$ cat src/design/ovq_pkg.sv
`timescale 1ns / 1ps
// ----------------------------------------------------------------------------
// ovq_pkg
// types, constants and arithmetic helpers for the orientation quaternion pipe
// ----------------------------------------------------------------------------
package ovq_pkg;

   localparam int ANGLE_ITERATIONS = 16;
   localparam int SQRT_STEPS       = 32;
   localparam int NORM_STEPS       = 6;
   localparam int STEP_W           = 5;
   localparam int PAIR_W           = 44;
   localparam int ANG_W            = 32;
   localparam int TRIG_W           = 34;
   localparam int SQ_W             = 64;
   localparam int NORM_TOP         = 40;

   localparam logic signed [ANG_W-1:0]  ANG_PI      = 32'sd843314856;
   localparam logic signed [ANG_W-1:0]  ANG_HALF_PI = 32'sd421657428;
   localparam logic signed [TRIG_W-1:0] TRIG_GAIN   = 34'sd652032874;

   typedef struct packed {
      logic signed [31:0] dir_x;
      logic signed [31:0] dir_y;
      logic signed [31:0] dir_z;
      logic signed [19:0] twist;
   } req_type;

   typedef struct packed {
      logic signed [15:0] quat_x;
      logic signed [15:0] quat_y;
      logic signed [15:0] quat_z;
      logic signed [15:0] quat_w;
      logic               zero_dir;
   } rsp_type;

   typedef struct packed {
      logic signed [31:0] x;
      logic signed [31:0] y;
      logic signed [31:0] z;
   } vec3_type;

   typedef struct packed {
      logic signed [19:0] twist;
      logic               zero;
      logic               xy_zero;
   } side_type;

   typedef struct packed {
      logic [SQ_W-1:0] rem;
      logic [SQ_W-1:0] root;
   } sqrt_type;

   typedef struct packed {
      logic signed [PAIR_W-1:0] a;
      logic signed [PAIR_W-1:0] b;
      logic signed [ANG_W-1:0]  ang;
   } pair_type;

   typedef struct packed {
      logic signed [TRIG_W-1:0] x;
      logic signed [TRIG_W-1:0] y;
      logic signed [ANG_W-1:0]  ang;
      logic                     neg;
   } rot_type;

   function automatic logic signed [ANG_W-1:0] atan_entry(input logic [STEP_W-1:0] i);
      logic signed [ANG_W-1:0] r;
      case (i)
         5'd0: r = 32'sd210828714;
         5'd1: r = 32'sd124459457;
         5'd2: r = 32'sd65760959;
         5'd3: r = 32'sd33381290;
         5'd4: r = 32'sd16755422;
         5'd5: r = 32'sd8385879;
         5'd6: r = 32'sd4193963;
         5'd7: r = 32'sd2097109;
         5'd8: r = 32'sd1048571;
         5'd9: r = 32'sd524287;
         default: begin
            if (i <= 5'd28) r = 32'sd1 <<< (5'd28 - i);
            else r = '0;
         end
      endcase
      return r;
   endfunction

   // product of two q4.30 values, rounded half up
   function automatic logic signed [TRIG_W-1:0] mulq(input logic signed [TRIG_W-1:0] a,
                                                     input logic signed [TRIG_W-1:0] b);
      logic signed [2*TRIG_W-1:0] p;
      p = a * b + $signed((2*TRIG_W)'(1) << 29);
      return p[TRIG_W+29:30];
   endfunction

   function automatic logic signed [15:0] to_q15(input logic signed [TRIG_W:0] v);
      logic signed [TRIG_W:0] r;
      logic signed [15:0]     q;
      r = $signed(v + ((TRIG_W+1)'(1) << 14)) >>> 15;
      if (r > 35'sd32767) q = 16'sd32767;
      else if (r < -35'sd32768) q = -16'sd32768;
      else q = r[15:0];
      return q;
   endfunction

   // fold into +-pi/2 and seed the rotation
   function automatic rot_type rot_seed(input logic signed [ANG_W-1:0] ang);
      rot_type r;
      r.x   = TRIG_GAIN;
      r.y   = '0;
      r.neg = 1'b0;
      r.ang = ang;
      if (ang > ANG_HALF_PI) begin
         r.ang = ang - ANG_PI;
         r.neg = 1'b1;
      end else if (ang < -ANG_HALF_PI) begin
         r.ang = ang + ANG_PI;
         r.neg = 1'b1;
      end
      return r;
   endfunction

endpackage

$ cat src/design/ovq_sqrt_cell.sv
`timescale 1ns / 1ps
// ----------------------------------------------------------------------------
// ovq_sqrt_cell
// one digit step of the integer square root
// ----------------------------------------------------------------------------
module ovq_sqrt_cell (
   input  logic                          clock,
   input  logic                          en,
   input  logic [ovq_pkg::STEP_W-1:0]    step,
   input  ovq_pkg::sqrt_type             d_in,
   output ovq_pkg::sqrt_type             d_out
);

   ovq_pkg::sqrt_type            q_in;
   ovq_pkg::sqrt_type            q_ff;
   logic [ovq_pkg::SQ_W-1:0]     one_bit;
   logic [ovq_pkg::SQ_W-1:0]     trial;

   always_comb begin
      one_bit = ovq_pkg::SQ_W'(1) << (6'd62 - {step, 1'b0});
      trial   = d_in.root + one_bit;
      if (d_in.rem >= trial) begin
         q_in.rem  = d_in.rem - trial;
         q_in.root = (d_in.root >> 1) + one_bit;
      end else begin
         q_in.rem  = d_in.rem;
         q_in.root = d_in.root >> 1;
      end
   end

   always_ff @(posedge clock) begin
      if (en) q_ff <= q_in;
   end

   assign d_out = q_ff;

endmodule

$ cat config.mk
export PLATFORM = sky130hd
export DESIGN_NAME = ovq_sqrt_cell
export DESIGN_NICKNAME = d
export VERILOG_FILES = /design/src/design/ovq_pkg.sv /design/src/design/ovq_sqrt_cell.sv
export SDC_FILE = /design/constraint.sdc
export NUM_CORES = 1
export LEC_CHECK = 0
export ABC_AREA = 1
export BUFFER_PORTS_ARGS = -buffer_cell sky130_fd_sc_hd__clkbuf_2
export CORE_MARGIN = 5
export CORE_UTILIZATION = 45
export CTS_CLUSTER_DIAMETER = 60
export DETAILED_ROUTE_END_ITERATION = 8
export HOLD_SLACK_MARGIN = 0.03
export PLACE_DENSITY = 0.69
export SYNTH_ARGS = -nofsm -noshare
export SYNTH_HDL_FRONTEND = slang
export SYNTH_SLANG_ARGS = --single-unit
$ cat constraint.sdc
create_clock -name clock -period 6.8 [get_ports clock]
set_input_delay 0.34 -clock clock [delete_from_list [all_inputs] [get_ports clock]]
set_output_delay 0.34 -clock clock [all_outputs]
set_load 0.02 [all_outputs]
Word level (Yosys, flattened, before mapping)
Cells that the tools add are included.
W data, S select, Z words.
{"block": "totals", "word_cells": 10, "in_bits": 135, "out_inout_bits": 128, "register_bits": 128}
{"block": "classes", "mux": 1, "n_addsub": 4, "shifts": 1, "magnitude_cmp": 1}
{"cell": "$mux W128", "n": 1}
{"cell": "$add A63 B64 Y64", "n": 1}
{"cell": "$add A64 B64 Y64", "n": 1}
{"cell": "$ge A64 B64 Y1", "n": 1}
{"cell": "$shl A1 B6 Y64 const A", "n": 1}
{"cell": "$sub A64 B64 Y64", "n": 1}
{"cell": "$sub A6 B6 Y6 const A", "n": 1}

Longest topological paths before layout
{"block": "logic_depth", "depth_word": 5, "mapped_depth": 33}

Worst setup path after synthesis
No wires, ideal clock.
{"block": "synth_path", "kind": "input-to-reg", "from": "in step[3] (netlist bit)", "to": "reg q_ff (netlist bit d_out[109]) (data pin)", "n_path_buf": 4, "setup_time_ns": 0.256, "t_arrival_ns": 4.182, "required_ns": 6.544, "slack_ns": 2.362, "stages": 32, "path_cell_list": "clkbuf_2 -> clkbuf_1 -> nand4_1 -> nor2_1 -> ha_1 -> nand2_1 -> o21ai_0 -> nand2_1 -> o21ai_0 -> inv_1 -> nor2_1 -> nor2_1 -> nand2_1 -> nand2_1 -> nand2_1 -> nand2_1 -> nand3b_1 -> nand2_1 -> ha_1 -> nand2_1 -> nor2_1 -> inv_1 -> nor2_1 -> inv_1 -> nor4_2 -> nand3_1 -> nand3_2 -> inv_2 -> buf_6 -> buf_6 -> nand2_1 -> o21ai_2"}
{"item": "start, declared", "line": "ovq_sqrt_cell.sv:9", "source": "input logic [ovq_pkg::STEP_W-1:0] step,"}
{"item": "end signal, assigned", "line": "ovq_sqrt_cell.sv:32", "source": "if (en) q_ff <= q_in;"}
{"item": "end, declared", "line": "ovq_sqrt_cell.sv:15", "source": "ovq_pkg::sqrt_type q_ff;"}

==> metrics.csv <==
metric,value,unit
vias,21007,
fin_ws,727,ps
drt_first_pass_iters,6,
htreeDepth,4,
synthCells,2993,
cts_buffers,17,
synthTopCellsByArea,"edfxtp_1 (22%), nand2_1 (19%), inv_1 (9.5%)",
synth.avg_cell_area,5.96,µm²
max_slew_margin,25.1,%
initial_utilization,45.2,%
period_share,89.3,%
grt.met2_usage,58.5,%
cp-start-kind,input pin,
hold_viol,0,
endpoint_kind,flop,
antenna_left,0,
ctsHoldBuffers,0,
fin_util,51.5,%
dp_hpwl,67600,µm
critical_path_arrival,6270,ps
synth_cell_types,51,
clk_pin_slew,70,ps
cts_tree,built,
period_minus_slack,6070,ps
path_buf_inv,8,
grt.total_usage,34.7,%
cts_root_buffer,clkbuf_16,
n_fill_cell,4263,
yosysSeqAreaShare,21.5,%
synth_edf_count,128,
overflow,0,
crit_fanout,100,
hold_start,d_in[64],
synth_largest_area_cell,edfxtp_1,
grtUsageMet3,4.40,%
crit_path_max_incr_delay,870,ps
grt_max_degree,101,
die_w,209,µm
core-area,39500,µm²
post-cts-setup-buffer-count,0,
holdPathStages,3,
stdcell_count,3787,
power,3350,µW
hold_path_end,d_out[64],
io_buffers,262,
grt_pass1_wl,116000,µm
async_reset_ff_share,0,%
critPathKind,input pin to flop,
cts.sinks,128,
synth_most_common_cell,nand2_1,
crit_family,simple AND/OR/NAND/NOR gates,
antenna_found_initial,0,
dieArea,43700,µm²
synthFlopType,edfxtp_1,
cp_common_cell,nand2_1,
finalMaxSlewViolations,0,
pre_cts_slack,692,ps
drc_errors,0,
fin_setup_tns,0,ps
drv_cap,0,
fin_nets,3512,
largest_register_ffs,128,
totalWireLength,78800,µm
powerDensity,165,nW/µm²
busiest_layer,met2,
synth_seq_cells,128,
peakVddDrop,0.171,mV
critPathLaunch,step[1],
avgViaCountPerCell,5.55,
status,"finished, final reports clean",
dp.cells,3756,
die_y,209,µm
drt_iter0_markers,1819,
met1_usage,42.3,%
grt_pass1_vias,20381,
gp_congestion,1.04,
critPathSlowestCell,nor3_1,
ys_warn_count,0,
synth_common_cells,"nand2_1 (882), inv_1 (451), nor2_1 (435), o21ai_0 (228), a21oi_1 (172)",
drive_gt1_share,10.2,%
final-setup-viol-count,0,
rsz0062_at_grt,false,
hold_class,input pin to flop,
p_leak,0.00917,µW
crit_required,7000,ps
cts_max_path_buffers,2,
num_antenna_cells,0,
syn_nets,3255,
timing.fmax,165,MHz
cts.repair.resized,0,
wire_per_inst,20.8,µm
synth_top_area_share,21.5,%
tightest_slew,1110,ps
synth.cell_area,17800,µm²
area_growth,13.8,%
rows,73,
ios,263,
[cell type report]
type | instances | area (µm²) | area share [%]
Clock inverter | 13 | 170 | 0.838
Clock buffer | 18 | 429 | 2.11
Sequential cell | 128 | 3840 | 18.9
Inverter | 457 | 1720 | 8.46
Multi-Input combinational cell | 2376 | 12100 | 59.5
Timing Repair Buffer | 270 | 1400 | 6.89
Tap cell | 525 | 657 | 3.24
[routing by layer]
metal | share of wire (%) | vias to the layer above | wire, µm
met5 | 0 | - | 0
met4 | 7.0 | 0 | 5490
met3 | 6.3 | 213 | 4940
met2 | 46 | 950 | 36500
met1 | 41 | 9569 | 31900
li1 | - | 10275 | -
[cells by family after synthesis]
logic type	count (synthesis)	synth area share, %
compound gates	520	16.1
xor+xnor	102	5.01
fa+ha+maj	127	8.95
buf+inv	489	10.8
flops	128	21.5
simple gates	1627	37.6
[worst max path at each step]
stage / depth (start not counted) / to
3_5_place_dp: 27 / d_out[85]
6_report: 27 / d_out[72]
3_3_place_gp: 27 / d_out[27]
5_1_grt: 27 / d_out[72]
4_1_cts: 26 / d_out[27]
2_1_floorplan: 32 / d_out[109]
[metrics by stage]
step | hold WS [ps] | instance area [µm²]
2_1_floorplan | 452 | 17800
3_3_place_gp | 637 | 19700
3_5_place_dp | 644 | 19700
4_1_cts | 147 | 20300
5_1_grt | 159 | 20300
6_report | 155 | 20300
[tightest hold or removal path: stages]
cell	delay [ps]
clkbuf_2	90
nand2_1	60
o21ai_2	50
[power by group]
group          internal (µW)  leakage, µW  switching, µW  total (µW)
clock                    604     0.000288            392         996
combinational            393      0.00764            928        1320
sequential              1000      0.00125           29.5        1030
total                   2000      0.00917           1350        3350
[placed cells by master (no fill, tap or decap), types with 7 or more instances in the layout]
cell	instances
edfxtp_1	128
nor4_1	14
nand4_1	36
inv_1	451
a21oi_1	172
nand2_1	882
a211oi_1	13
xor2_1	38
o21a_1	7
ha_1	126
a21boi_0	11
buf_4	7
o21bai_1	17
a31oi_1	13
xnor2_1	64
o21ai_1	16
or2_2	7
o21ai_0	228
nand3_1	148
o21ai_2	10
clkbuf_16	17
nor2_1	435
nand3b_1	42
a21o_1	15
clkbuf_2	261
nor3_1	47
Note: power is estimated with default switching activity, not from simulation.
