<file path="src/design/ovq_pkg.sv">
`timescale 1ns / 1ps
// ----------------------------------------------------------------------------
// ovq_pkg
// types, constants and arithmetic helpers for the orientation quaternion pipe
// ----------------------------------------------------------------------------
package ovq_pkg;

   localparam int ANGLE_ITERATIONS = 16;
   localparam int SQRT_STEPS       = 32;
   localparam int NORM_STEPS       = 6;
   localparam int STEP_W           = 5;
   localparam int PAIR_W           = 44;
   localparam int ANG_W            = 32;
   localparam int TRIG_W           = 34;
   localparam int SQ_W             = 64;
   localparam int NORM_TOP         = 40;

   localparam logic signed [ANG_W-1:0]  ANG_PI      = 32'sd843314856;
   localparam logic signed [ANG_W-1:0]  ANG_HALF_PI = 32'sd421657428;
   localparam logic signed [TRIG_W-1:0] TRIG_GAIN   = 34'sd652032874;

   typedef struct packed {
      logic signed [31:0] dir_x;
      logic signed [31:0] dir_y;
      logic signed [31:0] dir_z;
      logic signed [19:0] twist;
   } req_type;

   typedef struct packed {
      logic signed [15:0] quat_x;
      logic signed [15:0] quat_y;
      logic signed [15:0] quat_z;
      logic signed [15:0] quat_w;
      logic               zero_dir;
   } rsp_type;

   typedef struct packed {
      logic signed [31:0] x;
      logic signed [31:0] y;
      logic signed [31:0] z;
   } vec3_type;

   typedef struct packed {
      logic signed [19:0] twist;
      logic               zero;
      logic               xy_zero;
   } side_type;

   typedef struct packed {
      logic [SQ_W-1:0] rem;
      logic [SQ_W-1:0] root;
   } sqrt_type;

   typedef struct packed {
      logic signed [PAIR_W-1:0] a;
      logic signed [PAIR_W-1:0] b;
      logic signed [ANG_W-1:0]  ang;
   } pair_type;

   typedef struct packed {
      logic signed [TRIG_W-1:0] x;
      logic signed [TRIG_W-1:0] y;
      logic signed [ANG_W-1:0]  ang;
      logic                     neg;
   } rot_type;

   function automatic logic signed [ANG_W-1:0] atan_entry(input logic [STEP_W-1:0] i);
      logic signed [ANG_W-1:0] r;
      case (i)
         5'd0: r = 32'sd210828714;
         5'd1: r = 32'sd124459457;
         5'd2: r = 32'sd65760959;
         5'd3: r = 32'sd33381290;
         5'd4: r = 32'sd16755422;
         5'd5: r = 32'sd8385879;
         5'd6: r = 32'sd4193963;
         5'd7: r = 32'sd2097109;
         5'd8: r = 32'sd1048571;
         5'd9: r = 32'sd524287;
         default: begin
            if (i <= 5'd28) r = 32'sd1 <<< (5'd28 - i);
            else r = '0;
         end
      endcase
      return r;
   endfunction

   // product of two q4.30 values, rounded half up
   function automatic logic signed [TRIG_W-1:0] mulq(input logic signed [TRIG_W-1:0] a,
                                                     input logic signed [TRIG_W-1:0] b);
      logic signed [2*TRIG_W-1:0] p;
      p = a * b + $signed((2*TRIG_W)'(1) << 29);
      return p[TRIG_W+29:30];
   endfunction

   function automatic logic signed [15:0] to_q15(input logic signed [TRIG_W:0] v);
      logic signed [TRIG_W:0] r;
      logic signed [15:0]     q;
      r = $signed(v + ((TRIG_W+1)'(1) << 14)) >>> 15;
      if (r > 35'sd32767) q = 16'sd32767;
      else if (r < -35'sd32768) q = -16'sd32768;
      else q = r[15:0];
      return q;
   endfunction

   // fold into +-pi/2 and seed the rotation
   function automatic rot_type rot_seed(input logic signed [ANG_W-1:0] ang);
      rot_type r;
      r.x   = TRIG_GAIN;
      r.y   = '0;
      r.neg = 1'b0;
      r.ang = ang;
      if (ang > ANG_HALF_PI) begin
         r.ang = ang - ANG_PI;
         r.neg = 1'b1;
      end else if (ang < -ANG_HALF_PI) begin
         r.ang = ang + ANG_PI;
         r.neg = 1'b1;
      end
      return r;
   endfunction

endpackage

</file>
<file path="src/design/ovq_rot_cell.sv">
`timescale 1ns / 1ps
// ----------------------------------------------------------------------------
// ovq_rot_cell
// one rotation cordic iteration toward sine and cosine
// ----------------------------------------------------------------------------
module ovq_rot_cell (
   input  logic                          clock,
   input  logic                          en,
   input  logic [ovq_pkg::STEP_W-1:0]    step,
   input  ovq_pkg::rot_type              d_in,
   output ovq_pkg::rot_type              d_out
);

   ovq_pkg::rot_type   q_in;
   ovq_pkg::rot_type   q_ff;

   always_comb begin
      q_in.neg = d_in.neg;
      if (d_in.ang >= 0) begin
         q_in.x   = d_in.x - (d_in.y >>> step);
         q_in.y   = d_in.y + (d_in.x >>> step);
         q_in.ang = d_in.ang - ovq_pkg::atan_entry(step);
      end else begin
         q_in.x   = d_in.x + (d_in.y >>> step);
         q_in.y   = d_in.y - (d_in.x >>> step);
         q_in.ang = d_in.ang + ovq_pkg::atan_entry(step);
      end
   end

   always_ff @(posedge clock) begin
      if (en) q_ff <= q_in;
   end

   assign d_out = q_ff;

endmodule

</file>
<file path="config.mk">
export PLATFORM = sky130hd
export DESIGN_NAME = ovq_rot_cell
export DESIGN_NICKNAME = d
export VERILOG_FILES = /design/src/design/ovq_pkg.sv /design/src/design/ovq_rot_cell.sv
export SDC_FILE = /design/constraint.sdc
export NUM_CORES = 1
export LEC_CHECK = 0
export ABC_AREA = 1
export ABC_CLOCK_PERIOD_IN_PS = 7400
export BUFFER_PORTS_ARGS = -buffer_cell sky130_fd_sc_hd__buf_2
export CAP_MARGIN = 15
export CORE_MARGIN = 2
export CORE_UTILIZATION = 60
export DETAILED_ROUTE_END_ITERATION = 8
export GPL_ROUTABILITY_DRIVEN = 0
export PLACE_DENSITY = 0.84
export SYNTH_ARGS = -nofsm -noshare
export SYNTH_HDL_FRONTEND = slang
export SYNTH_SLANG_ARGS = --single-unit
</file>
<file path="constraint.sdc">
create_clock -name clock -period 7.4 [get_ports clock]
set_input_delay 1.48 -clock clock [delete_from_list [all_inputs] [get_ports clock]]
set_output_delay 1.48 -clock clock [all_outputs]
set_load 0.05 [all_outputs]
</file>
Yosys cells after proc, flatten, opt, wreduce, memory -nomap -nowiden
Cells that the tools add are included.
- add/sub/neg operators: 7
- $mul: 0
- div/mod/pow operators: 0
- magnitude comparators: 2
- eq/ne operators: 9
- shift operators: 3
- multiplexer cells: 5
- bitwise gates (word level): 0
- reductions and logical operators: 1
- operator list (cell ; count):
    case mux 32 bit (10 select lines) ; 1
    2-to-1 mux 100 bit ; 1
    2-to-1 mux 32 bit ; 3
    adder 34 bit ; 2
    >>> shifter 34 x 5 -> 34 bit ; 2
    subtractor 34 bit ; 2
    adder 32 bit ; 1
    greater-or-equal comparator 32 x 1 -> 1 bit, second input constant ; 1
    <<< shifter 2 x 5 -> 32 bit, first input constant ; 1
    subtractor 32 bit ; 1
    == test 5 x 3 -> 1 bit, second input constant ; 4
    == test 5 x 2 -> 1 bit, second input constant ; 2
    == test 5 x 4 -> 1 bit, second input constant ; 2
    == test 5 x 1 -> 1 bit, second input constant ; 1
    <= comparator 5 bit, second input constant ; 1
    zero test 5 bit ; 1
    subtractor 5 bit, first input constant ; 1
- register bits: 101
- latch bits: 0
- RAM bits: 0
- ROM bits: 0
- bits of input ports: 108
- output and inout port bits: 101
- logic and storage cells: 31
- memories kept: 0

Longest topological paths before layout
- depth after elaboration: 7
- mapped depth: 33

Worst setup path before layout
OpenSTA, ideal clock, no wires.
- path type: input to register
- start point: input step[1] (netlist bit)
- end point: register q_ff, in the netlist d_out[23] (data pin)
- setup time: 0.265 ns
- arrival: 4.855 ns
- required time: 7.135 ns
- setup slack: 2.280 ns
- cell stages on the path: 23
- buffers on the path: 1
- path through: buf_4 inv_4 nor2_2 nand3_1 nand2_1 nor2_2 nand2_1 nor2_1 nand2_1 nand4_1 nand2_1 ha_1 o21ai_0 fa_1 nand3_1 nand2_1 a21boi_0 o21ai_0 a21oi_1 o21ai_0 a21boi_0 o21ai_0 xor2_1
- RTL lines (what ; line ; source):
    from (decl) ; ovq_rot_cell.sv:9 ; input logic [ovq_pkg::STEP_W-1:0] step,
    to (signal assigned) ; ovq_rot_cell.sv:31 ; if (en) q_ff <= q_in;
    to (decl) ; ovq_rot_cell.sv:15 ; ovq_pkg::rot_type q_ff;

==> results.json <==
{
  "ys_ff_latch": 101,
  "crit_required_ns": 7.52,
  "fmax_mhz": 153,
  "swShare": 0.513,
  "largest_reg_flops": 101,
  "cts_tree": "yes",
  "wl_um": 49000,
  "grt_use_met3": 0.0909,
  "syn_to_final_growth_pct": 9.97,
  "portBuffers": 208,
  "start_util": 0.611,
  "fin_util": 0.672,
  "numCtsBuffers": 9,
  "crit_family": "compound AO/OA/AOI/OAI gates",
  "drtIter0Drc": 2494,
  "rsz0062_at_grt": "no",
  "status": "finished with violations",
  "die_y_um": 161,
  "period_needed_ns": 6.53,
  "async_reset_ff_frac": 0,
  "netlist.area_leader.share": 0.205,
  "num_vias": 17500,
  "layout-drive-gt1-share": 0.119,
  "clk_pin_slew_worst_paths_ns": 0.08,
  "violations": "DRC",
  "grt-busiest-layer": "met2",
  "grt.met2_usage": 0.564,
  "crit_arrival_ns": 6.65,
  "synth-edff-count": 101,
  "netlist_top_cells_count": "nand2_1 (778), nand3_1 (380), nor2_1 (192)",
  "drcViolationCount": 32,
  "cp.buffers_inverters": 2,
  "dr.pass1.iters": 9,
  "path_common_cell": "nand2_1",
  "clockBufferDepth": 2,
  "finalMaxSlewViolations": 0,
  "pwr-share-clk": 0.145,
  "grt_pass1_wl_um": 77200,
  "pwr_density_cell_mw_per_mm2": 227,
  "syn_area_per_cell_um2": 6.19,
  "die-area_mm2": 0.0260,
  "finalCritPeriodShare": 0.882,
  "hp-class": "in -> reg",
  "h-tree-depth": 3,
  "nets": 2756,
  "criticalPathCategory": "in -> reg",
  "rows": 57,
  "crit_chain": "buf_2, inv_4, nor2_2, nand3_1, nand2_1, nor2_2, nand2_1, nor2_1, o211ai_1, nand2_1, ha_1, nand4_1, o31ai_1, xor2_1, ha_1, nand2_1, o21ai_0, a21oi_1, o21ai_0, a21boi_0, o21ai_0, xor2_1",
  "cp-start-kind": "input pin",
  "yosysTopAreaCell": "edfxtp_1",
  "syn_area_mm2": 0.0148,
  "synth_nets": 2604,
  "grtUsageMet1": 0.477,
  "yosys_most_used_dff": "edfxtp_1",
  "irDropWorstVdd_mv": 0.149,
  "hpwl_um": 38600,
  "via_per_inst": 6.09,
  "core_mm2": 0.0242,
  "clock-root-buffer": "clkbuf_16",
  "cap_viol_max_count": 0,
  "grt_antenna_before_repair": 5,
  "p_leak_nw": 8.27,
  "cp_slowest_cell": "o21ai_0",
  "yosys_warnings": 0,
  "ant_nets": 0,
  "die_w_um": 161,
  "cts_resized": 0,
  "synthDistinctLibCells": 50,
  "combPwrFrac": 0.612,
  "p_int_w": 0.00180,
  "grt_use_total": 0.365,
  "cts.sinks": 101,
  "ios": 209,
  "seqPwrFrac": 0.243,
  "grt_max_degree": 68,
  "holdWs_ns": 1.28,
  "synth_cells": 2393,
  "critical-path-max-stage-delay_ns": 0.61,
  "synthTopCellsByArea": "edfxtp_1 (20%), nand2_1 (20%), nand3_1 (13%), ha_1 (8.4%), xor2_1 (6.1%)",
  "setup_tns_ns": 0,
  "setup_violations": 0,
  "wl_per_cell_um": 17.0,
  "worstMarginPinSlew_ns": 0.723,
  "finalPower_w": 0.00369,
  "p_sw_w": 0.00189,
  "yosysSeqAreaShare": 0.205,
  "grt_pass1_vias": 16000,
  "synth.most_common_cell": "nand2_1",
  "slew_headroom": 0.513,
  "cts_hold_buf": 0,
  "worstPathMaxFanout": 64,
  "endpoint_kind": "flop",
  "hold_viol": 0,
  "post-cts-setup-buffers": 0,
  "grt_overflow_total": 0
}
## layout by cell type (no fill, tap or decap), drive strengths merged, types with 2 or more instances in the layout
cell,n
buf,225
fa,3
nand3b,9
ha,100
a31oi,16
xnor2,54
o311ai,2
bufinv,2
nor4,3
o31ai,4
a221oi,2
edfxtp,101
nand3,382
xor2,104
nor2,207
o21ai,99
clkbuf,10
o21bai,8
o221ai,2
o21a,6
a21oi,139
and2,2
nor3,19
nor3b,2
nand4,26
diode,3
clkinv,2
o211ai,13
a211oi,2
nand2,791
a21boi,7
a21o,9
inv,195
## through the flow
step / instance area [um^2] / setup slack [ns] / std cells
2_1_floorplan: 14800 / 2.28 / 2393
3_3_place_gp: 16000 / 1.02 / 2858
3_5_place_dp: 16000 / 0.767 / 2858
4_1_cts: 16300 / 1.14 / 2874
5_1_grt: 16300 / 0.460 / 2877
6_report: 16300 / 0.873 / 2877
## final timing paths
path | from | to | cells past startpoint
setup / recovery | step[1] | d_out[23] | 22
hold / removal | d_in[0] | d_out[0] | 1
## logic make-up after synthesis
| family | Yosys count | share of synthesized area |
|---|---|---|
| XOR/XNOR | 158 | 0.0934 |
| AND/OR/NAND/NOR | 1442 | 0.415 |
| adder cells (fa/ha/maj) | 103 | 0.0885 |
| buffers and inverters | 278 | 0.0784 |
| flip-flops | 101 | 0.205 |
| AO/OA/AOI/OAI | 311 | 0.120 |
## power groups by stage
stage	clock network, W	logic (W)	registers [W]
floorplan	0	0.00113	0.00148
CTS	0.000544	0.00222	0.000901
finish	0.000534	0.00226	0.000899
detailed placement	0	0.00220	0.000909
global route	0.000562	0.00244	0.000914
global placement	0	0.00217	0.000909
## per-layer routing
| metal | vias up | part of all wire |
|---|---|---|
| li1 | 8330 | - |
| met1 | 7748 | 0.39 |
| met2 | 1194 | 0.42 |
| met3 | 236 | 0.13 |
| met4 | 4 | 0.056 |
| met5 | - | 0.00063 |
## final cells by class
type,instances,area [um^2]
Antenna cell,3,7.51
Clock inverter,6,93.8
Timing Repair Buffer,225,1170
Fill cell,2243,7950
Sequential cell,101,3030
Tap cell,324,405
Multi-Input combinational cell,2014,10600
Clock buffer,10,229
Inverter,194,733
(Power assumes the default switching activity.)
