<file path="src/design/ovq_pkg.sv">
`timescale 1ns / 1ps
// ----------------------------------------------------------------------------
// ovq_pkg
// types, constants and arithmetic helpers for the orientation quaternion pipe
// ----------------------------------------------------------------------------
package ovq_pkg;

   localparam int ANGLE_ITERATIONS = 16;
   localparam int SQRT_STEPS       = 32;
   localparam int NORM_STEPS       = 6;
   localparam int STEP_W           = 5;
   localparam int PAIR_W           = 44;
   localparam int ANG_W            = 32;
   localparam int TRIG_W           = 34;
   localparam int SQ_W             = 64;
   localparam int NORM_TOP         = 40;

   localparam logic signed [ANG_W-1:0]  ANG_PI      = 32'sd843314856;
   localparam logic signed [ANG_W-1:0]  ANG_HALF_PI = 32'sd421657428;
   localparam logic signed [TRIG_W-1:0] TRIG_GAIN   = 34'sd652032874;

   typedef struct packed {
      logic signed [31:0] dir_x;
      logic signed [31:0] dir_y;
      logic signed [31:0] dir_z;
      logic signed [19:0] twist;
   } req_type;

   typedef struct packed {
      logic signed [15:0] quat_x;
      logic signed [15:0] quat_y;
      logic signed [15:0] quat_z;
      logic signed [15:0] quat_w;
      logic               zero_dir;
   } rsp_type;

   typedef struct packed {
      logic signed [31:0] x;
      logic signed [31:0] y;
      logic signed [31:0] z;
   } vec3_type;

   typedef struct packed {
      logic signed [19:0] twist;
      logic               zero;
      logic               xy_zero;
   } side_type;

   typedef struct packed {
      logic [SQ_W-1:0] rem;
      logic [SQ_W-1:0] root;
   } sqrt_type;

   typedef struct packed {
      logic signed [PAIR_W-1:0] a;
      logic signed [PAIR_W-1:0] b;
      logic signed [ANG_W-1:0]  ang;
   } pair_type;

   typedef struct packed {
      logic signed [TRIG_W-1:0] x;
      logic signed [TRIG_W-1:0] y;
      logic signed [ANG_W-1:0]  ang;
      logic                     neg;
   } rot_type;

   function automatic logic signed [ANG_W-1:0] atan_entry(input logic [STEP_W-1:0] i);
      logic signed [ANG_W-1:0] r;
      case (i)
         5'd0: r = 32'sd210828714;
         5'd1: r = 32'sd124459457;
         5'd2: r = 32'sd65760959;
         5'd3: r = 32'sd33381290;
         5'd4: r = 32'sd16755422;
         5'd5: r = 32'sd8385879;
         5'd6: r = 32'sd4193963;
         5'd7: r = 32'sd2097109;
         5'd8: r = 32'sd1048571;
         5'd9: r = 32'sd524287;
         default: begin
            if (i <= 5'd28) r = 32'sd1 <<< (5'd28 - i);
            else r = '0;
         end
      endcase
      return r;
   endfunction

   // product of two q4.30 values, rounded half up
   function automatic logic signed [TRIG_W-1:0] mulq(input logic signed [TRIG_W-1:0] a,
                                                     input logic signed [TRIG_W-1:0] b);
      logic signed [2*TRIG_W-1:0] p;
      p = a * b + $signed((2*TRIG_W)'(1) << 29);
      return p[TRIG_W+29:30];
   endfunction

   function automatic logic signed [15:0] to_q15(input logic signed [TRIG_W:0] v);
      logic signed [TRIG_W:0] r;
      logic signed [15:0]     q;
      r = $signed(v + ((TRIG_W+1)'(1) << 14)) >>> 15;
      if (r > 35'sd32767) q = 16'sd32767;
      else if (r < -35'sd32768) q = -16'sd32768;
      else q = r[15:0];
      return q;
   endfunction

   // fold into +-pi/2 and seed the rotation
   function automatic rot_type rot_seed(input logic signed [ANG_W-1:0] ang);
      rot_type r;
      r.x   = TRIG_GAIN;
      r.y   = '0;
      r.neg = 1'b0;
      r.ang = ang;
      if (ang > ANG_HALF_PI) begin
         r.ang = ang - ANG_PI;
         r.neg = 1'b1;
      end else if (ang < -ANG_HALF_PI) begin
         r.ang = ang + ANG_PI;
         r.neg = 1'b1;
      end
      return r;
   endfunction

endpackage

</file>
<file path="src/design/ovq_norm_cell.sv">
`timescale 1ns / 1ps
// ----------------------------------------------------------------------------
// ovq_norm_cell
// one binary step of the pre-scaling shift ahead of vectoring
// ----------------------------------------------------------------------------
module ovq_norm_cell (
   input  logic                          clock,
   input  logic                          en,
   input  logic [ovq_pkg::STEP_W-1:0]    step,
   input  ovq_pkg::pair_type             d_in,
   output ovq_pkg::pair_type             d_out
);

   ovq_pkg::pair_type                   q_in;
   ovq_pkg::pair_type                   q_ff;
   logic [5:0]                          sh;
   logic signed [ovq_pkg::PAIR_W-1:0]   lim;
   logic                                fits;

   always_comb begin
      sh   = 6'd32 >> step;
      lim  = ovq_pkg::PAIR_W'(1) <<< (6'(ovq_pkg::NORM_TOP) - sh);
      fits = (d_in.a < lim) && (d_in.a > -lim) && (d_in.b < lim) && (d_in.b > -lim);
      q_in = d_in;
      if (fits) begin
         q_in.a = d_in.a <<< sh;
         q_in.b = d_in.b <<< sh;
      end
   end

   always_ff @(posedge clock) begin
      if (en) q_ff <= q_in;
   end

   assign d_out = q_ff;

endmodule

</file>
<file path="config.mk">
export PLATFORM = sky130hd
export DESIGN_NAME = ovq_norm_cell
export DESIGN_NICKNAME = d
export VERILOG_FILES = /design/src/design/ovq_pkg.sv /design/src/design/ovq_norm_cell.sv
export SDC_FILE = /design/constraint.sdc
export NUM_CORES = 1
export LEC_CHECK = 0
export ABC_AREA = 1
export BUFFER_PORTS_ARGS = -buffer_cell sky130_fd_sc_hd__buf_2
export CAP_MARGIN = 20
export CORE_ASPECT_RATIO = 0.6
export CORE_UTILIZATION = 55
export DETAILED_ROUTE_END_ITERATION = 8
export PLACE_DENSITY = 0.85
export SLEW_MARGIN = 5
export SYNTH_ARGS = -nofsm -noshare
export SYNTH_HDL_FRONTEND = slang
export SYNTH_SLANG_ARGS = --single-unit
</file>
<file path="constraint.sdc">
create_clock -name clock -period 6.3 [get_ports clock]
set_input_delay 1.26 -clock clock [delete_from_list [all_inputs] [get_ports clock]]
set_output_delay 1.26 -clock clock [all_outputs]
set_load 0.02 [all_outputs]
</file>
---- Yosys cells after proc, flatten, opt, wreduce, memory -nomap -nowiden ----
Index checks and enable logic that the tools add are counted.
storage, ports and cells
  bits in registers ....................... 120
  output and inout port bits .............. 120
  logic and storage cells ................. 17
cells by class
  $add $sub $neg .......................... 2
  order comparisons ....................... 4
  shifts and indexed selects .............. 4
  muxes and demuxes ....................... 1
  reductions and logical operators ........ 3
operators with widths
  kind                                                                 number
  44-bit > comparator                                                  2
  44-bit less-than comparator                                          2
  88-bit two-way mux                                                   1
  44-bit by 6-bit <<< shifter with 44-bit output                       2
  44-bit negation                                                      1
  2-bit by 6-bit <<< shifter with 44-bit output, first input constant  1
  6-bit by 5-bit right shift with 6-bit output, first input constant   1
  6-bit subtractor, first input constant                               1
  1-bit logical AND                                                    3

---- Longest topological paths before layout ----
Gate-level depths: netlist (run 1).
  depth after elaboration ................. 9
  gate-level depth with buffers ........... 28

---- Worst setup path after synthesis (run 1) ----
OpenSTA, ideal clock, no wires.
  path type ............................... input to register
  start ................................... input port step[4] (netlist name)
  end ..................................... register q_ff (netlist bit d_out[100]) (data pin)
  setup time .............................. 0.252 ns
  arrival time ............................ 4.194 ns
  data required time ...................... 6.048 ns
  slack ................................... 1.854 ns
  stages on the path ...................... 26
  cell sequence ........................... nor2_4 -> nand3_4 -> nand2_1 -> clkbuf_1 -> buf_1 -> inv_1 -> ha_1 -> nand2_1 -> inv_1 -> nand3_1 -> nor2_1 -> nand3_1 -> nor2_1 -> nand3_1 -> nor2_1 -> nand3_1 -> nand2_1 -> inv_2 -> nand3_1 -> nand3_2 -> inv_1 -> nand2_2 -> buf_6 -> buf_4 -> nand2_1 -> nand2_1
RTL lines
  what                  RTL line             RTL
  start, declared       ovq_norm_cell.sv:9   input logic [ovq_pkg::STEP_W-1:0] step,
  end signal, assigned  ovq_norm_cell.sv:32  if (en) q_ff <= q_in;
  end, declared         ovq_norm_cell.sv:15  ovq_pkg::pair_type q_ff;

==> results of run 1 <==
[path summary, 6_finish.rpt]
kind | start | to | slack (ns) | cells past startpoint
worst max-delay path | step[2] | d_out[90] | 1.30 | 21
worst min-delay path | d_in[12] | d_out[12] | 1.01 | 1
[area by class of cell]
class,count,share of cell area (%)
tap,322,2.533
sequential,120,22.65
clock buffer,17,2.674
clock inverter,15,1.046
inverter,157,3.705
timing repair buffer,269,9.125
multi-input combinational,1795,58.25
antenna,1,0.01573
[kinds of logic after synthesis]
logic type               count (synthesis)  share of synthesized area, %
adder cells (fa/ha/maj)                153                         14.04
flip-flops                             120                         26.42
multiplexers                             8                        0.5871
AND/OR/NAND/NOR                       1120                         33.25
AO/OA/AOI/OAI                          426                         17.47
other                                    2                       0.05506
buffers and inverters                  273                         8.183
[Yosys cell counts, drive strengths merged, types with 18 or more instances]
| cell | instances | area (um^2) |
|---|---|---|
| nand3 | 93 | 493.0 |
| edfxtp | 120 | 3603 |
| ha | 153 | 1914 |
| o21ai | 242 | 1211 |
| nand4 | 32 | 200.2 |
| a21oi | 83 | 415.4 |
| nor3 | 22 | 110.1 |
| o22ai | 18 | 112.6 |
| o211ai | 35 | 267.8 |
| nor2 | 123 | 496.7 |
| clkbuf | 58 | 217.7 |
| nand2 | 835 | 3139 |
| buf | 58 | 309.0 |
| inv | 154 | 578.1 |
[power breakdown]
group	leakage (nW)	switching [W]	internal [W]
sequential	1.17	0.0000401	0.000995
clock	0.287	0.000415	0.000591
combinational	6.79	0.000745	0.000321
total	8.25	0.00120	0.00191
[metrics by stage]
stage	total power [W]	utilization (%)	setup slack [ns]	hold WS [ns]	instances
2_1_floorplan	0.001673	-	1.854	1.359	2188
5_1_grt	0.003235	65.51	1.158	0.9966	2695
3_3_place_gp	0.002037	62.96	1.199	1.437	2662
3_5_place_dp	0.002073	62.96	1.032	1.438	2662
4_1_cts	0.003060	65.39	1.440	1.001	2694
6_report	0.003107	65.52	1.301	1.007	2696
[per-layer routing]
layer / vias up / track usage [%]
li1: 7508 / -
met1: 7343 / 63.05
met2: 1258 / 61.76
met3: 115 / 16.48
met4: 4 / 12.59
met5: - / 0
==> metrics.cfg, run 1 <==
[logic_synthesis]
netlist_instances=2102
ys_types=47
synth-seq-cells=120
postSynthAreaPerCell_um2=6.489
ys_seq_area_share_pct=26.42
synth-edff-count=120
ys.flop_type=edfxtp_1
ys.warnings.count=0
syn_area_um2=13640
async_reset_ff_share_pct=0

[die]
placementRows=44
chipHeight_um=124.0
die_area_um2=25450
start_util_pct=56.18
die_w_um=205.3
io_pins=247
core_region_area_um2=24280

[cts]
clk_pin_slew_ns=0.06
post-cts-setup-buffers=0
cts_max_level=4
post_cts_resize_count=0
clockBufferDepth=2
clockRootBuffer=clkbuf_16
cts_tree=built
cts_sinks=120
numCtsBuffers=17
cts_hold_buf=0

[layout]
final_common_cell=nand2_1
fin_area_um2=15910
fill_cells=2233
multiInputGateArea_um2=9265
area_delta_synth_final_pct=16.62
largest_reg_flops=120
final_cell_mix=nand2_1 (832), buf_2 (245), o21ai_0 (241)
nets=2640
drive_above_1_share_pct=14.03
seqCellArea_um2=3603

[drt]
drt-initial-drc-count=2622
avgRoutedWirePerCell_um=21.13
wl_met2_um=22220
vias_per_cell=6.019
wl_met3_um=10320
wirelength_met1_um=23000
drc=0
drtPass1Iterations=6
ant_nets=0
vias=16230
top_layer=met5
wl_um=56970

[critical_path]
crit_slowest_cell=buf_4
crit_arrival_ns=5.29
path_class=in -> reg
cp-start-kind=input pin
cp_cell_sequence=buf_2 > inv_1 > nor2_1 > nand3_4 > nand2_1 > nor2_1 > nand2_1 > inv_1 > ha_1 > nand3_1 > a21oi_1 > nand4_1 > nor3_1 > nor2b_1 > nor2_1 > nand3_2 > inv_1 > nand2_2 > buf_4 > nand2_1 > nand2_1
critPathTopFamily=simple AND/OR/NAND/NOR gates
crit_fanout=88
endpoint_kind=flip-flop
crit_buf_inv=5
slowest_delay_ns=0.68
cp.required_ns=6.59
path_common_cell=nand2_1

[sta]
tns_ns=0
min_period_ns=4.999
slew-limit-headroom_pct=32.74
rsz0062_at_grt=no
setup_viol=0
hold_violations=0
worst_pin_slew_ns=1.009
finalMaxSlewViolations=0
fmax_mhz=200.0
fin_crit_sh_pct=79.35

[pwr]
p_per_area_nw_per_um2=195.3
leakage_nw=8.249
peakVddDrop_mv=0.1464

[hold_path]
hold_class=in -> reg

[grt]
grt_pass1_wl_um=82920
grt_max_degree=104
track_usage_pct=44.31
grt_pass1_vias=14200
antenna_found_initial=3
grt_overflow=0

[placed_design]
placed_area_um2=15280
routabilityCongestion=1.027
dp_hpwl_um=44570
io_buffers=246

[status]
status=finished, final reports clean

[flow_run]
maxCapViolations=0

Note: power is estimated with default switching activity, not from simulation.
==> run 2: changes to the inputs <==
clock period = 4.9 ns   (was 6.3 ns; I/O delays follow)
==> metrics.cfg, run 2 (synthesis results as in run 1) <==
[layout]
largest_reg_flops=120  ; unchanged
final_common_cell=nand2_1
fill_cells=2180  ; -2.4%
nets=2649  ; +0.34%
drive_above_1_share_pct=14.32  ; +0.28 points
final_cell_mix=nand2_1 (832), buf_2 (245), o21ai_0 (241)
final_core_util_pct=66.03  ; +0.51 points
area_delta_synth_final_pct=17.53
final_cell_count_no_fill=2705  ; +0.33%

[critical_path]
crit_buf_inv=3  ; -2
crit_arrival_ns=4.66  ; -0.63 ns
path_common_cell=nand2_1
crit_slowest_cell=nor2_4
slowest_delay_ns=0.44  ; -0.24 ns
cp_cell_sequence=buf_2 > nor2_4 > nand3_4 > nand2_1 > inv_1 > nand2_1 > ha_1 > nand3_1 > nor3_1 > nand2_1 > nor2_1 > nand2_1 > nand4_1 > nand2_1 > nor2_1 > nand3_2 > nor2_4 > buf_12 > nand2_1 > nand2_1
cp-start-kind=input pin
endpoint_kind=flip-flop
critPathTopFamily=simple AND/OR/NAND/NOR gates
path_class=in -> reg
crit_fanout=36  ; -59%
cp_num_cells=20  ; -4.8%
cp.required_ns=5.19  ; -1.40 ns

[cts]
clockRootBuffer=clkbuf_16
cts_sinks=120  ; unchanged
cts_tree=built
post-cts-setup-buffers=0  ; unchanged
cts_max_level=4  ; unchanged
clockBufferDepth=2  ; unchanged
numCtsBuffers=17  ; unchanged
post_cts_resize_count=0  ; unchanged
cts_hold_buf=0  ; unchanged
clk_pin_slew_ns=0.06  ; about the same

[sta]
worst_pin_slew_ns=0.9097  ; -0.09914 ns
slew-limit-headroom_pct=39.35  ; +6.6 points
fmax_mhz=228.7
tns_ns=0  ; unchanged
rsz0062_at_grt=no
fin_crit_sh_pct=89.24
min_period_ns=4.373
hold_violations=0  ; unchanged
hold_ws_ns=0.7260  ; -0.2810 ns
finalMaxSlewViolations=0  ; unchanged
setup_viol=0  ; unchanged

[grt]
grt_util_met2_pct=63.28  ; +1.5 points
grt_max_degree=132  ; +27%
grt_pass1_vias=14540  ; +2.4%
grt_util_met3_pct=18.13  ; +1.6 points
use_met1_pct=65.40  ; +2.4 points
grt_pass1_wl_um=85470  ; +3.1%
track_usage_pct=46.12  ; +1.8 points
grt.busiest_layer=met1
antenna_found_initial=2  ; -1
grt_overflow=0  ; unchanged

[die]
chipHeight_um=124.0  ; unchanged
placementRows=44  ; unchanged
io_pins=247  ; unchanged
die_area_um2=25450  ; unchanged
start_util_pct=56.18  ; unchanged
core_region_area_um2=24280  ; unchanged
die_w_um=205.3  ; unchanged

[flow_run]
maxCapViolations=0  ; unchanged

[drt]
drtPass1Iterations=7  ; +1
ant_nets=0  ; unchanged
drc=0  ; unchanged
wl_um=59350  ; +4.2%
vias_per_cell=6.082  ; +1.0%
avgRoutedWirePerCell_um=21.94  ; +3.8%
drt-initial-drc-count=2791  ; +6.4%
vias=16450  ; +1.4%

[placed_design]
routabilityCongestion=1.021  ; -0.63%
io_buffers=246  ; unchanged
dp_cells=2672  ; +0.38%
dp_hpwl_um=46590  ; +4.5%

[hold_path]
holdPathStages=1  ; unchanged
hold_class=in -> reg

[pwr]
intPower_w=0.002513  ; +32%
switchingPower_w=0.001563  ; +30%
p_clk_share_pct=32.8  ; +0.4 points
power_frac_seq_pct=32.7  ; -0.6 points
p_per_area_nw_per_um2=254.2  ; +30%
peakVddDrop_mv=0.1664  ; +14%
leakage_nw=8.315  ; +0.81%
power.share.combinational_pct=34.5  ; +0.2 points
total_power_w=0.004076  ; +31%
switching_share_pct=38.35  ; -0.28 points

[status]
status=finished, final reports clean

[run 2: cell count changes in the layout (fill, tap and decap cells not counted)]
cell       previous run  this run
clkinv_2              2         0
clkinv_4              3         4
buf_12                2         6
clkinv_1              2         3
inv_8                 1         2
inv_6                 5         3
buf_4                21        27
bufinv_16             2         3
buf_16                1         0
[run 2: metrics by stage]
step	area, um^2	worst slack (ns)
after global placement	15410	0.3654
after CTS	16030	0.6537
after floorplan	13960	0.7342
after global routing	16030	0.2801
after detailed placement	15410	0.2424
final	16030	0.5271
[run 2: worst paths after layout]
path                     start         to  slack, ns
worst min-delay path  d_in[23]  d_out[23]       0.73
worst max-delay path   step[3]  d_out[56]       0.53
[run 2: power by group through the flow]
| stage | combinational [W] | clock (W) | sequential [W] |
|---|---|---|---|
| finish | 0.00140 | 0.00134 | 0.00133 |
| global route | 0.00152 | 0.00138 | 0.00134 |
| CTS | 0.00134 | 0.00134 | 0.00133 |
| detailed placement | 0.00134 | 0 | 0.00135 |
| global placement | 0.00130 | 0 | 0.00134 |
| floorplan | 0.000670 | 0 | 0.00148 |
[run 2: layer usage]
layer | share of wire (%) | vias to the layer above
met5 | 0.061 | -
met4 | 2.9 | 2
met3 | 18 | 157
met2 | 39 | 1256
met1 | 40 | 7511
li1 | - | 7525
[run 2: cell type report]
| class | count | area [um^2] | share of cell area (%) |
|---|---|---|---|
| Timing Repair Buffer | 278 | 1549 | 9.663 |
| Inverter | 157 | 589.3 | 3.676 |
| Antenna cell | 1 | 2.502 | 0.01561 |
| Multi-Input combinational cell | 1795 | 9265 | 57.80 |
| Tap cell | 322 | 402.9 | 2.513 |
| Sequential cell | 120 | 3603 | 22.48 |
| Clock buffer | 17 | 425.4 | 2.654 |
| Clock inverter | 15 | 192.7 | 1.202 |
